## src/hw/rtl/calibrated_hsv_to_rgb_assert.svh

```systemverilog
// Assertion macros for the calibrated HSV to RGB converter.
`ifndef CALIBRATED_HSV_TO_RGB_ASSERT_SVH
`define CALIBRATED_HSV_TO_RGB_ASSERT_SVH
`ifndef NO_ASSERTIONS
`define CHSV_ASSERT_IMP(lbl, clk, rst, ante, cons, msg) \
   lbl: assert property (@(posedge clk) disable iff (rst) (ante) |-> (cons)) else $error(msg);
`define CHSV_ASSERT_NEXT(lbl, clk, rst, ante, cons, msg) \
   lbl: assert property (@(posedge clk) disable iff (rst) (ante) |=> (cons)) else $error(msg);
`define CHSV_ASSERT_RESET(lbl, clk, rst, cons, msg) \
   lbl: assert property (@(posedge clk) (rst) |=> (cons)) else $error(msg);
`else
`define CHSV_ASSERT_IMP(lbl, clk, rst, ante, cons, msg)
`define CHSV_ASSERT_NEXT(lbl, clk, rst, ante, cons, msg)
`define CHSV_ASSERT_RESET(lbl, clk, rst, cons, msg)
`endif
`endif

```

## src/hw/rtl/chsv_pkg.sv

```systemverilog
// Types, constants and level scaling functions of the calibrated HSV to RGB converter.
`timescale 1ns / 1ps
package chsv_pkg;

   typedef enum logic [1:0] {
      REG_USE_CALIBRATION  = 2'd0,
      REG_YELLOW_POSITION  = 2'd1,
      REG_CYAN_POSITION    = 2'd2,
      REG_MAGENTA_POSITION = 2'd3
   } csr_index_type;

   localparam int unsigned CSR_DATA_W = 13;

   localparam logic [8:0]  HUE_LAST    = 9'd359;
   localparam logic [8:0]  HUE_WRAP    = 9'd360;
   localparam logic [6:0]  PCT_FULL    = 7'd100;
   localparam logic [12:0] HUE_MUL     = 13'd17;
   // floor(a/15) == ((a+1)*273) >> 12 for a < 360
   localparam logic [8:0]  DIV15_RECIP = 9'd273;
   // floor(x*128/100) == (x*5243) >> 12 for x <= 100
   localparam logic [12:0] PCT_RECIP   = 13'd5243;

   localparam logic [12:0] SEG_STEP    = 13'd1024;
   localparam logic [10:0] D_ONE       = 11'd1024;
   localparam logic [7:0]  ONE_D7      = 8'd128;
   localparam logic [20:0] ONE_D20     = 21'h100000;
   localparam logic [7:0]  LEVEL_MAX   = 8'd255;

   localparam logic [10:0] YELLOW_RESET  = 11'h400;
   localparam logic [11:0] CYAN_RESET    = 12'hc00;
   localparam logic [12:0] MAGENTA_RESET = 13'h1400;
   localparam logic [11:0] CYAN_MIN      = 12'd2048;
   localparam logic [12:0] MAGENTA_MIN   = 13'd4096;
   localparam logic [12:0] MAGENTA_MAX   = 13'd6143;

   localparam logic [2:0] SEG_RED_YELLOW   = 3'd0;
   localparam logic [2:0] SEG_YELLOW_GREEN = 3'd1;
   localparam logic [2:0] SEG_GREEN_CYAN   = 3'd2;
   localparam logic [2:0] SEG_CYAN_BLUE    = 3'd3;
   localparam logic [2:0] SEG_BLUE_MAGENTA = 3'd4;
   localparam logic [2:0] SEG_LAST         = 3'd5;

   function automatic logic [7:0] scale_d7(input logic [7:0] b);
      return (b >= ONE_D7) ? LEVEL_MAX : {b[6:0], 1'b0};
   endfunction

   function automatic logic [7:0] scale_d10(input logic [10:0] b);
      return (b >= D_ONE) ? LEVEL_MAX : b[9:2];
   endfunction

endpackage

```

## src/hw/rtl/calibrated_hsv_to_rgb.sv

```systemverilog
// Calibrated HSV to RGB converter: five-stage pipeline with valid/ready flow control.
// Converts hue (degrees), saturation and value (percent) to 8-bit red, green and blue
// levels. One item is taken per clock while the first stage can advance; each result passes
// through the five register stages in order (input scaling, calibration multiply, segment
// and level products, partner product, routing into the output register).
// A stalled output backs up only as far as the stages are full, so empty stages keep
// accepting items. The calibration registers are read by the item in the second stage, so
// write them only while no item is in flight.
`timescale 1ns / 1ps
`include "calibrated_hsv_to_rgb_assert.svh"
module calibrated_hsv_to_rgb (
   input  logic                                 clock,
   input  logic                                 reset,
   input  logic                                 req_valid,
   output logic                                 req_ready,
   input  logic [8:0]                           req_hue_degrees,
   input  logic [6:0]                           req_saturation_percent,
   input  logic [6:0]                           req_value_percent,
   output logic                                 rsp_valid,
   input  logic                                 rsp_ready,
   output logic [7:0]                           rsp_red,
   output logic [7:0]                           rsp_green,
   output logic [7:0]                           rsp_blue,
   input  logic                                 csr_write_enable,
   input  chsv_pkg::csr_index_type              csr_index,
   input  logic [chsv_pkg::CSR_DATA_W-1:0]      csr_write_data
);
   import chsv_pkg::*;

   logic        use_cal_ff;
   logic [10:0] yellow_ff;
   logic [11:0] cyan_ff;
   logic [12:0] magenta_ff;

   always_ff @(posedge clock) begin
      if (reset) begin
         use_cal_ff <= 1'b1;
         yellow_ff  <= YELLOW_RESET;
         cyan_ff    <= CYAN_RESET;
         magenta_ff <= MAGENTA_RESET;
      end else if (csr_write_enable) begin
         unique case (csr_index)
            REG_USE_CALIBRATION:  use_cal_ff <= csr_write_data[0];
            REG_YELLOW_POSITION:  yellow_ff  <= csr_write_data[10:0];
            REG_CYAN_POSITION:    cyan_ff    <= csr_write_data[11:0];
            REG_MAGENTA_POSITION: magenta_ff <= csr_write_data[12:0];
         endcase
      end
   end

   // flow control
   logic s1_vld_ff, s2_vld_ff, s3_vld_ff, s4_vld_ff, rsp_valid_ff;
   logic ld1, ld2, ld3, ld4, ld5;

   assign ld5 = !rsp_valid_ff || rsp_ready;
   assign ld4 = !s4_vld_ff || ld5;
   assign ld3 = !s3_vld_ff || ld4;
   assign ld2 = !s2_vld_ff || ld3;
   assign ld1 = !s1_vld_ff || ld2;
   assign req_ready = ld1;
   assign rsp_valid = rsp_valid_ff;

   always_ff @(posedge clock) begin
      if (reset) begin
         s1_vld_ff    <= 1'b0;
         s2_vld_ff    <= 1'b0;
         s3_vld_ff    <= 1'b0;
         s4_vld_ff    <= 1'b0;
         rsp_valid_ff <= 1'b0;
      end else begin
         if (ld1) s1_vld_ff    <= req_valid;
         if (ld2) s2_vld_ff    <= s1_vld_ff;
         if (ld3) s3_vld_ff    <= s2_vld_ff;
         if (ld4) s4_vld_ff    <= s3_vld_ff;
         if (ld5) rsp_valid_ff <= s4_vld_ff;
      end
   end

   // stage 1: wrap, clip, fixed-point scaling
   logic [8:0]  hue_w;
   logic [9:0]  hue_p1;
   logic [18:0] div_prod;
   logic [12:0] hue_in;
   logic [6:0]  sat_c, val_c;
   logic [19:0] sat_prod, val_prod;
   logic [12:0] s1_hue_ff;
   logic [7:0]  s1_sat_ff, s1_val_ff;

   always_comb begin
      hue_w    = (req_hue_degrees > HUE_LAST) ? req_hue_degrees - HUE_WRAP : req_hue_degrees;
      hue_p1   = {1'b0, hue_w} + 10'd1;
      div_prod = 19'(hue_p1) * 19'(DIV15_RECIP);
      hue_in   = 13'(hue_w) * HUE_MUL + 13'(div_prod[16:12]);
      sat_c    = (req_saturation_percent > PCT_FULL) ? PCT_FULL : req_saturation_percent;
      val_c    = (req_value_percent > PCT_FULL) ? PCT_FULL : req_value_percent;
      sat_prod = 20'(sat_c) * 20'(PCT_RECIP);
      val_prod = 20'(val_c) * 20'(PCT_RECIP);
   end

   always_ff @(posedge clock) begin
      if (ld1) begin
         s1_hue_ff <= hue_in;
         s1_sat_ff <= sat_prod[19:12];
         s1_val_ff <= val_prod[19:12];
      end
   end

   // stage 2: calibration product
   logic [11:0] cyan_c;
   logic [12:0] magenta_c;
   logic [2:0]  seg_in;
   logic [12:0] base, pos, off_in, span;
   logic [11:0] diff;
   logic [21:0] cal_prod;
   logic [12:0] s2_off_ff;
   logic [21:0] s2_prod_ff;
   logic [7:0]  s2_sat_ff, s2_val_ff;

   always_comb begin
      cyan_c = (cyan_ff < CYAN_MIN) ? CYAN_MIN : cyan_ff;
      if (magenta_ff < MAGENTA_MIN) begin
         magenta_c = MAGENTA_MIN;
      end else if (magenta_ff > MAGENTA_MAX) begin
         magenta_c = MAGENTA_MAX;
      end else begin
         magenta_c = magenta_ff;
      end
      seg_in = s1_hue_ff[12:10];
      base   = {seg_in, 10'd0};
      unique case (seg_in[2:1])
         2'd0:    pos = 13'(yellow_ff);
         2'd1:    pos = 13'(cyan_c);
         default: pos = magenta_c;
      endcase
      if (!use_cal_ff || seg_in > SEG_LAST) begin
         off_in = s1_hue_ff;
         span   = 13'd0;
      end else if (!seg_in[0]) begin
         off_in = base;
         span   = pos - base;
      end else begin
         off_in = pos;
         span   = base + SEG_STEP - pos;
      end
      diff     = span[11:0];
      cal_prod = 22'(s1_hue_ff[9:0]) * 22'(diff);
   end

   always_ff @(posedge clock) begin
      if (ld2) begin
         s2_off_ff  <= off_in;
         s2_prod_ff <= cal_prod;
         s2_sat_ff  <= s1_sat_ff;
         s2_val_ff  <= s1_val_ff;
      end
   end

   // stage 3: final hue, segment distance and white level
   logic [12:0] hue_cal;
   logic [10:0] seg_dist;
   logic [17:0] sd_prod;
   logic [15:0] white_prod;
   logic [2:0]  s3_seg_ff;
   logic [17:0] s3_sd_ff;
   logic [7:0]  s3_white_ff, s3_val_ff;

   always_comb begin
      hue_cal    = s2_off_ff + 13'(s2_prod_ff[21:10]);
      seg_dist   = hue_cal[10] ? {1'b0, hue_cal[9:0]} : D_ONE - {1'b0, hue_cal[9:0]};
      sd_prod    = 18'(s2_sat_ff) * 18'(seg_dist);
      white_prod = 16'(s2_val_ff) * 16'(ONE_D7 - s2_sat_ff);
   end

   always_ff @(posedge clock) begin
      if (ld3) begin
         s3_seg_ff   <= hue_cal[12:10];
         s3_sd_ff    <= sd_prod;
         s3_white_ff <= white_prod[14:7];
         s3_val_ff   <= s2_val_ff;
      end
   end

   // stage 4: partner level
   logic [20:0] pfrac;
   logic [30:0] par_prod;
   logic [2:0]  s4_seg_ff;
   logic [10:0] s4_par_ff;
   logic [7:0]  s4_dom_ff, s4_wht_ff;

   always_comb begin
      pfrac    = ONE_D20 - {s3_sd_ff, 3'd0};
      par_prod = 31'({s3_val_ff, 3'd0}) * 31'(pfrac);
   end

   always_ff @(posedge clock) begin
      if (ld4) begin
         s4_seg_ff <= s3_seg_ff;
         s4_par_ff <= par_prod[30:20];
         s4_dom_ff <= scale_d7(s3_val_ff);
         s4_wht_ff <= scale_d7(s3_white_ff);
      end
   end

   // stage 5: route levels to channels
   logic [7:0] par;
   logic [7:0] red_in, green_in, blue_in;
   logic [7:0] red_ff, green_ff, blue_ff;

   always_comb begin
      par = scale_d10(s4_par_ff);
      unique case (s4_seg_ff)
         SEG_RED_YELLOW: begin
            red_in = s4_dom_ff; green_in = par; blue_in = s4_wht_ff;
         end
         SEG_YELLOW_GREEN: begin
            red_in = par; green_in = s4_dom_ff; blue_in = s4_wht_ff;
         end
         SEG_GREEN_CYAN: begin
            red_in = s4_wht_ff; green_in = s4_dom_ff; blue_in = par;
         end
         SEG_CYAN_BLUE: begin
            red_in = s4_wht_ff; green_in = par; blue_in = s4_dom_ff;
         end
         SEG_BLUE_MAGENTA: begin
            red_in = par; green_in = s4_wht_ff; blue_in = s4_dom_ff;
         end
         default: begin
            red_in = s4_dom_ff; green_in = s4_wht_ff; blue_in = par;
         end
      endcase
   end

   always_ff @(posedge clock) begin
      if (ld5) begin
         red_ff   <= red_in;
         green_ff <= green_in;
         blue_ff  <= blue_in;
      end
   end

   assign rsp_red   = red_ff;
   assign rsp_green = green_ff;
   assign rsp_blue  = blue_ff;

   `CHSV_ASSERT_RESET(a_reset_flush, clock, reset, !s1_vld_ff && !s2_vld_ff && !s3_vld_ff && !s4_vld_ff && !rsp_valid_ff, "pipeline not empty after reset")
   `CHSV_ASSERT_NEXT(a_accept_enters, clock, reset, req_valid && req_ready, s1_vld_ff, "accepted item missing from first stage")
   `CHSV_ASSERT_IMP(a_full_stall, clock, reset, s1_vld_ff && s2_vld_ff && s3_vld_ff && s4_vld_ff && rsp_valid_ff && !rsp_ready, !req_ready, "item taken while pipeline full and stalled")
   `CHSV_ASSERT_IMP(a_hue_range, clock, reset, s3_vld_ff, s3_seg_ff <= SEG_LAST, "calibrated hue beyond last segment")

endmodule

```

## config.mk

```make
export PLATFORM = sky130hd
export DESIGN_NAME = calibrated_hsv_to_rgb
export DESIGN_NICKNAME = d
export VERILOG_FILES = /design/src/hw/rtl/chsv_pkg.sv /design/src/hw/rtl/calibrated_hsv_to_rgb.sv
export VERILOG_INCLUDE_DIRS = /design/src /design/src/hw/rtl
export SDC_FILE = /design/constraint.sdc
export NUM_CORES = 1
export LEC_CHECK = 0
export BUFFER_PORTS_ARGS = -buffer_cell sky130_fd_sc_hd__buf_2
export CORE_MARGIN = 1
export CORE_UTILIZATION = 47
export CTS_CLUSTER_SIZE = 30
export DETAILED_ROUTE_END_ITERATION = 12
export PLACE_DENSITY = 0.61
export SLEW_MARGIN = 0
export SYNTH_ARGS = -nofsm -noshare
export SYNTH_HDL_FRONTEND = slang
export SYNTH_SLANG_ARGS = --single-unit
```

## constraint.sdc

```tcl
create_clock -name clock -period 8.4 [get_ports clock]
set_clock_uncertainty 0.15 [all_clocks]
set_input_delay 1.26 -clock clock [delete_from_list [all_inputs] [get_ports clock]]
set_output_delay 1.26 -clock clock [all_outputs]
set_load 0.1 [all_outputs]
```

==> results of run 1 <==
## metrics by stage
stage	setup TNS, ns	utilization, %	instances	hold slack (ns)	instance area, µm²
detailed placement	-0.0449	50.0	3341	0.255	26500
global route	0	51.6	3386	0.277	27300
floorplan	0	-	2641	0.250	25400
CTS	0	51.6	3385	0.269	27300
global placement	0	50.0	3341	0.256	26500
finish	0	51.6	3386	0.268	27300
## metal layers
layer | wire length (µm) | global-route usage [%] | vias to the layer above
met2 | 26300 | 35.8 | 313
met4 | 996 | 4.17 | 0
met1 | 24600 | 27.3 | 8910
met5 | 0 | 0 | -
met3 | 1840 | 1.90 | 68
li1 | - | - | 8709
## kinds of logic (layout without fill, tap and decap cells)
kind of cell    Yosys count  count (layout)
flops                   201             201
other cells               0               1
mux                      12              12
simple gates            854             854
buf+inv                 472             528
compound gates          322             322
fa+ha+maj               648             648
xor+xnor                132             132
## critical path, delay by kind of cell
family / cells / cell delay, ns
and+or+nand+nor: 4 / 0.52
adders and majority gates: 9 / 2.45
buffers and inverters: 2 / 0.21
xor gates and xnor gates: 2 / 0.40
AOI/OAI and AO/OA: 16 / 3.13
## state kept, by name, summed over array words and instances (netlist names), 3 cells and up
register and count:
s3_sd_ff 18, s4_dom_ff 8, s3_val_ff 8, s3_white_ff 8
cyan_ff 12, s1_hue_ff 13, s2_sat_ff 8, rsp_green 8
magenta_ff 13, s1_sat_ff 8, yellow_ff 11, s4_wht_ff 8
rsp_blue 8, s1_val_ff 8, s4_seg_ff 3, s3_seg_ff 3
s2_prod_ff 12, rsp_red 8, s2_val_ff 8, s2_off_ff 13
s4_par_ff 9
## path summary, 6_finish.rpt
kind                      startpoint                       end  slack [ns]  cells after the start
max               req_hue_degrees[3]   s1_hue_ff[12]$_DFFE_PP_        0.53                     33
min           s1_sat_ff[6]$_DFFE_PP_    s2_sat_ff[6]$_DFFE_PP_        0.27                      0
max reg2reg  s1_hue_ff[11]$_DFFE_PP_  s2_prod_ff[16]$_DFFE_PP_        0.70                     26
min reg2reg   s1_sat_ff[6]$_DFFE_PP_    s2_sat_ff[6]$_DFFE_PP_        0.27                      0
## synth_stat cells (all sizes together) (9+ instances only)
cell | instances | share of area (%)
dfxtp | 42 | 3.3
nand2 | 346 | 5.1
inv | 392 | 5.8
xor2 | 42 | 1.5
ha | 344 | 17
nor2 | 128 | 1.9
or2 | 32 | 0.79
and2 | 189 | 4.7
nand2b | 16 | 0.39
nor3 | 22 | 0.54
clkbuf | 71 | 1.0
fa | 304 | 24
o21a | 15 | 0.44
mux2i | 12 | 0.47
nor3b | 14 | 0.41
nand3b | 10 | 0.30
nor2b | 24 | 0.59
buf | 9 | 0.16
and3 | 11 | 0.27
nand3 | 24 | 0.47
xnor2 | 90 | 3.1
o21ai | 72 | 1.4
edfxtp | 159 | 19
a211oi | 14 | 0.43
a21oi | 112 | 2.2
a22o | 9 | 0.31
a21o | 19 | 0.56
nor4 | 9 | 0.36
o21bai | 10 | 0.30
## final cells by class
type                       instances  area [µm²]  share of cell area [%]
timing repair buffer              92         520                    1.90
multi-input combinational       1968       18000                    65.9
inverter                         392        1470                    5.39
sequential                       201        5620                    20.5
tap                              688         861                    3.15
clock buffer                      28         646                    2.36
antenna                            1        2.50                 0.00916
clock inverter                    16         208                   0.760
==> results by group, run 1 <==
Final layout
  • Share of cells above drive strength 1: under 10%
  • Most frequent cells in the layout: inv_1 (391), nand2_1 (345), ha_1 (344)
  • Layout Area Growth over Synthesis: 7.64%
  • Layout filler cell count: 4894
  • Commonest non-fill, non-tap cell in the layout: inv_1
  • Layout Nets: 3370

Yosys
  • Post-synthesis cell type count: 74
  • #FFs+latches synth: 201
  • Syn Nets: 3332
  • Compound-Gate Fraction of Synth Area: 8.19%
  • Main flop type after synthesis: edfxtp_1
  • Avg Inst Size Synth: 9.61 µm²
  • Adder-Cell Fraction of Synth Area: 40.9%
  • Post-synth EDFFs: 159
  • Synth Area in Simple Gates: 16.7%
  • Main combinational cell family by area after synthesis: adder cells
  • Yosys Warn Count: 0
  • Post-Syn Area: 25400 µm²
  • Mapped Cells: 2641
  • Asr flop ratio synth: 0%
  • Post-synthesis sequential area ratio: between 20% and 30%
  • Xor/xnor cell area share of the yosys netlist: 4.58%
  • Multiplexer share of the synthesized area: 0.473%

Worst setup path
  • CP max FO: 6
  • Slowest CP cell: o41a_1
  • WP data required: 8.52 ns
  • Startpoint types: primary input
  • Crit path arrival time: 7.99 ns
  • Critical path class: in -> reg
  • CP max stage delay: 0.39 ns
  • Critical path capture point type: register
  • Cell repeated most along the worst path: ha_1

Clock network
  • Post-CTS sizing: 0
  • Post-CTS Setup Bufs: 0
  • CTS tree: built
  • Clk root buf: clkbuf_16
  • Hold_buf cts: 0
  • H-tree levels: 1
  • CTS sink cnt: 201
  • Total CTS buffers: 24
  • Clk slew on worst S/H paths: 0.06 ns
  • Clock Latency Late Sink: 0.55 ns
  • Clock buffer depth: 3

Global route
  • Remaining Overflow, GRT: 0
  • First-pass GRT wire length: 90900 µm
  • Largest net degree at the start of global routing: 43
  • Initial antenna violation count: 1
  • Vias in the first global route: 18789
  • GRT Total Usage: roughly 20%

Routing
  • Drt wl/cell: about 16 µm
  • Drt total wl: 53700 µm
  • Via Count: 18000
  • DRT iter0 DRCs: approximately 860
  • Drt pass-1 iters: 6
  • Vias per cell: ~5.3
  • DR DRC count: 0
  • Post-route ant nets: 0

Run
  • Max_cap viols: 0

Die
  • Core Rows: 84
  • Die width: 234 µm
  • Effective utilization at floorplan: 47.9%
  • Die ar.: 55000 µm²
  • Core area: roughly 53000 µm²
  • I/O pins: 69
  • Die height: 234 µm

STA
  • Fin. max-slew vios: 0
  • Period utilisation layout: 93.7%
  • Fmax achieved: between 0.1 and 0.15 GHz
  • Tmin final: 7.87 ns
  • RSZ-0062 raised after global routing: no
  • Slew headroom: 24.8%
  • Final worst slack: approximately 0.53 ns
  • Worst-Margin Slew: 1.12 ns
  • Final Hold Viols: 0
  • Final setup viols: 0

Placement
  • IO buf count: 68
  • Dpl hpwl: 42800 µm
  • Placer congestion estimate: 0.859
  • Dpl ws: -0.0449 ns

Min path
  • Hold Path Class: reg -> reg

Status
  • Outcome: finished, final reports clean
Power of run 1 is left out: the tool's default activity adds up to more than one toggle a clock period on the data nets, which glitch-free logic cannot reach.
==> run 2, diff against run 1 <==
Settings changed: CELL_PAD_IN_SITES_DETAIL_PLACEMENT from default to 2, CELL_PAD_IN_SITES_GLOBAL_PLACEMENT from default to 2, CORE_UTILIZATION 47 to 43, PLACE_DENSITY 0.61 to 0.82.
==> run 2 against run 1 <==
- final area up 0.53%
- flip-flop and latch count did not move
- utilization decreased by 4.2 points
- register-to-register slack got worse by 0.21 ns
- worst hold slack worse by 0.0056 ns
- final cell count up 2.6%
- setup slack worse by 0.064 ns
- non-clock buffer count is 11 higher
- via count increased by 5.0%
- clock-buffer cell count rose by 5
- largest cell class unchanged
==> results by group, run 2 (same netlist as run 1, synthesis figures left out) <==
Status
  • Outcome: finished, final reports clean (unchanged)

Routing
  • Post-route ant nets: 0 (unchanged)
  • DRT iter0 DRCs: 519 (was 862)
  • WL met2: 40900 µm (was 26300 µm)
  • Drt wl/cell: 21.6 µm (was 15.9 µm)
  • Via Count: 18892 (was 18000)
  • Met1 WL: 31200 µm (was 24600 µm)
  • Vias per cell: 5.44 (was 5.32)
  • Max layer used: met4 (unchanged)
  • Drt pass-1 iters: 4 (was 6)
  • DR WL met3: 1430 µm (was 1840 µm)
  • Drt total wl: 75200 µm (was 53700 µm)
  • DR DRC count: 0 (unchanged)

Worst setup path
  • CP max stage delay: 0.39 ns (about the same)
  • Critical path class: in -> reg (unchanged)
  • Cell repeated most along the worst path: ha_1 (unchanged)
  • CP max FO: 5 (was 6)
  • Crit path arrival time: 8.13 ns (was 7.99 ns)
  • WP data required: 8.60 ns (was 8.52 ns)
  • Critical path capture point type: register (unchanged)
  • Startpoint types: primary input (unchanged)
  • Slowest CP cell: o41a_1 (unchanged)

Clock network
  • Post-CTS Setup Bufs: 0 (unchanged)
  • H-tree levels: 1 (unchanged)
  • Clock buffer depth: 3 (unchanged)
  • Clk root buf: clkbuf_16 (unchanged)
  • CTS sink cnt: 201 (unchanged)
  • Hold_buf cts: 0 (unchanged)
  • Total CTS buffers: 25 (was 24)
  • CTS tree: built (unchanged)
  • Clock Latency Late Sink: 0.55 ns (about the same)
  • Clk slew on worst S/H paths: 0.06 ns (about the same)

STA
  • Min Hold Slack: 0.263 ns (was 0.268 ns)
  • Fin. max-slew vios: 0 (unchanged)
  • Slew headroom: 18.2% (was 24.8%)
  • Tmin final: 7.93 ns (was 7.87 ns)
  • Period utilisation layout: 94.4% (was 93.7%)
  • Fmax achieved: 0.126 GHz (was 0.127 GHz)
  • Final setup viols: 0 (unchanged)
  • Final worst slack: 0.468 ns (was 0.532 ns)
  • Worst-Margin Slew: 1.22 ns (was 1.12 ns)
  • RSZ-0062 raised after global routing: no (unchanged)
  • Final Hold Viols: 0 (unchanged)

Final layout
  • Layout filler cell count: 6204 (was 4894)
  • N_diodes: 0 (was 1)
  • Number of flip-flops in the largest register: 18 (unchanged)
  • Commonest non-fill, non-tap cell in the layout: inv_1 (unchanged)
  • Final Non-Filler Cells: 3474 (was 3386)
  • FF/Latch Area: 5620 µm² (unchanged)
  • Share of cells above drive strength 1: 7.38% (was 7.12%)
  • Final Instance Area: 27500 µm² (was 27300 µm²)
  • Top reg by flops: s3_sd_ff (unchanged)
  • Layout Area Growth over Synthesis: 8.21% (was 7.64%)
  • Layout Nets: 3382 (was 3370)
  • Most frequent cells in the layout: inv_1 (391), nand2_1 (345), ha_1 (344) (unchanged)
  • Multi-input gate area: 18000 µm² (about the same)

Die
  • Effective utilization at floorplan: 43.8% (was 47.9%)
  • Die width: 245 µm (was 234 µm)
  • Die ar.: 60000 µm² (was 55000 µm²)
  • Die height: 245 µm (was 234 µm)
  • Core Rows: 88 (was 84)
  • Core area: 58000 µm² (was 53000 µm²)
  • I/O pins: 69 (unchanged)

Placement
  • Placed inst area: 26600 µm² (was 26500 µm²)
  • Dpl ws: -0.488 ns (was -0.0449 ns)
  • Dpl hpwl: 60400 µm (was 42800 µm)
  • Placer congestion estimate: 0.840 (was 0.859)
  • IO buf count: 68 (unchanged)
  • Cells after DPL: 3428 (was 3341)

Min path
  • Hold Path Class: reg -> reg (unchanged)

Global route
  • Initial antenna violation count: 0 (was 1)
  • Vias in the first global route: 22896 (was 18789)
  • Remaining Overflow, GRT: 0 (unchanged)
  • GRT Total Usage: 25.8% (was 20.3%)
  • First-pass GRT wire length: 123000 µm (was 90900 µm)
  • Largest net degree at the start of global routing: 43 (unchanged)

Run
  • Max_cap viols: 0 (unchanged)
==> run 2: changes by cell type in the layout (fill, tap and decap cells not counted), moves of 3 or more <==
cell | previous run | this run
clkinv_2 | 5 | 2
clkinv_1 | 1 | 5
clkbuf_1 | 1 | 8
buf_4 | 24 | 34
clkbuf_8 | 3 | 0
==> run 2: per-stage QoR <==
step	setup TNS (ns)	util [%]
after floorplan	0	-
after global placement	0	45.9
after detailed placement	-1.06	45.9
after CTS	0	47.3
after global routing	0	47.4
final	0	47.4
==> run 2: worst paths after layout <==
kind / from / slack (ns) / to / cells after the start
setup reg to reg: s1_hue_ff[11]$_DFFE_PP_ / 0.49 / s2_prod_ff[20]$_DFFE_PP_ / 25
hold / removal: s1_sat_ff[7]$_DFFE_PP_ / 0.26 / s2_sat_ff[7]$_DFFE_PP_ / 0
setup / recovery: req_hue_degrees[4] / 0.47 / s1_hue_ff[12]$_DFFE_PP_ / 33
hold reg to reg: s1_sat_ff[7]$_DFFE_PP_ / 0.26 / s2_sat_ff[7]$_DFFE_PP_ / 0
==> run 2: metal layers <==
metal | vias to the layer above | global-route usage [%]
li1 | 8721 | -
met1 | 9792 | 30.5
met2 | 263 | 50.0
met3 | 116 | 2.02
met4 | 0 | 6.18
met5 | - | 0
==> run 2: repair_timing <==
item,CTS,global route
resized for setup,0,10
hold endpoints to repair,0,0
endpoints found under the setup margin,0,10
==> run 2: final cells by class <==
class	instances	share of cell area [%]
Clock buffer	33	2.39
Clock inverter	12	0.496
Inverter	392	5.36
Multi-Input combinational cell	1968	65.6
Sequential cell	201	20.4
Tap cell	765	3.48
Timing Repair Buffer	103	2.21
==> run 2: worst max-delay path: cells and delay by family <==
| family | cells | cell delay [ns] |
|---|---|---|
| buffers and inverters | 2 | 0.22 |
| xor gates and xnor gates | 2 | 0.40 |
| and+or+nand+nor | 4 | 0.50 |
| AOI/OAI and AO/OA | 16 | 3.24 |
| adders and majority gates | 9 | 2.49 |
Power of run 2 is left out for the same reason.
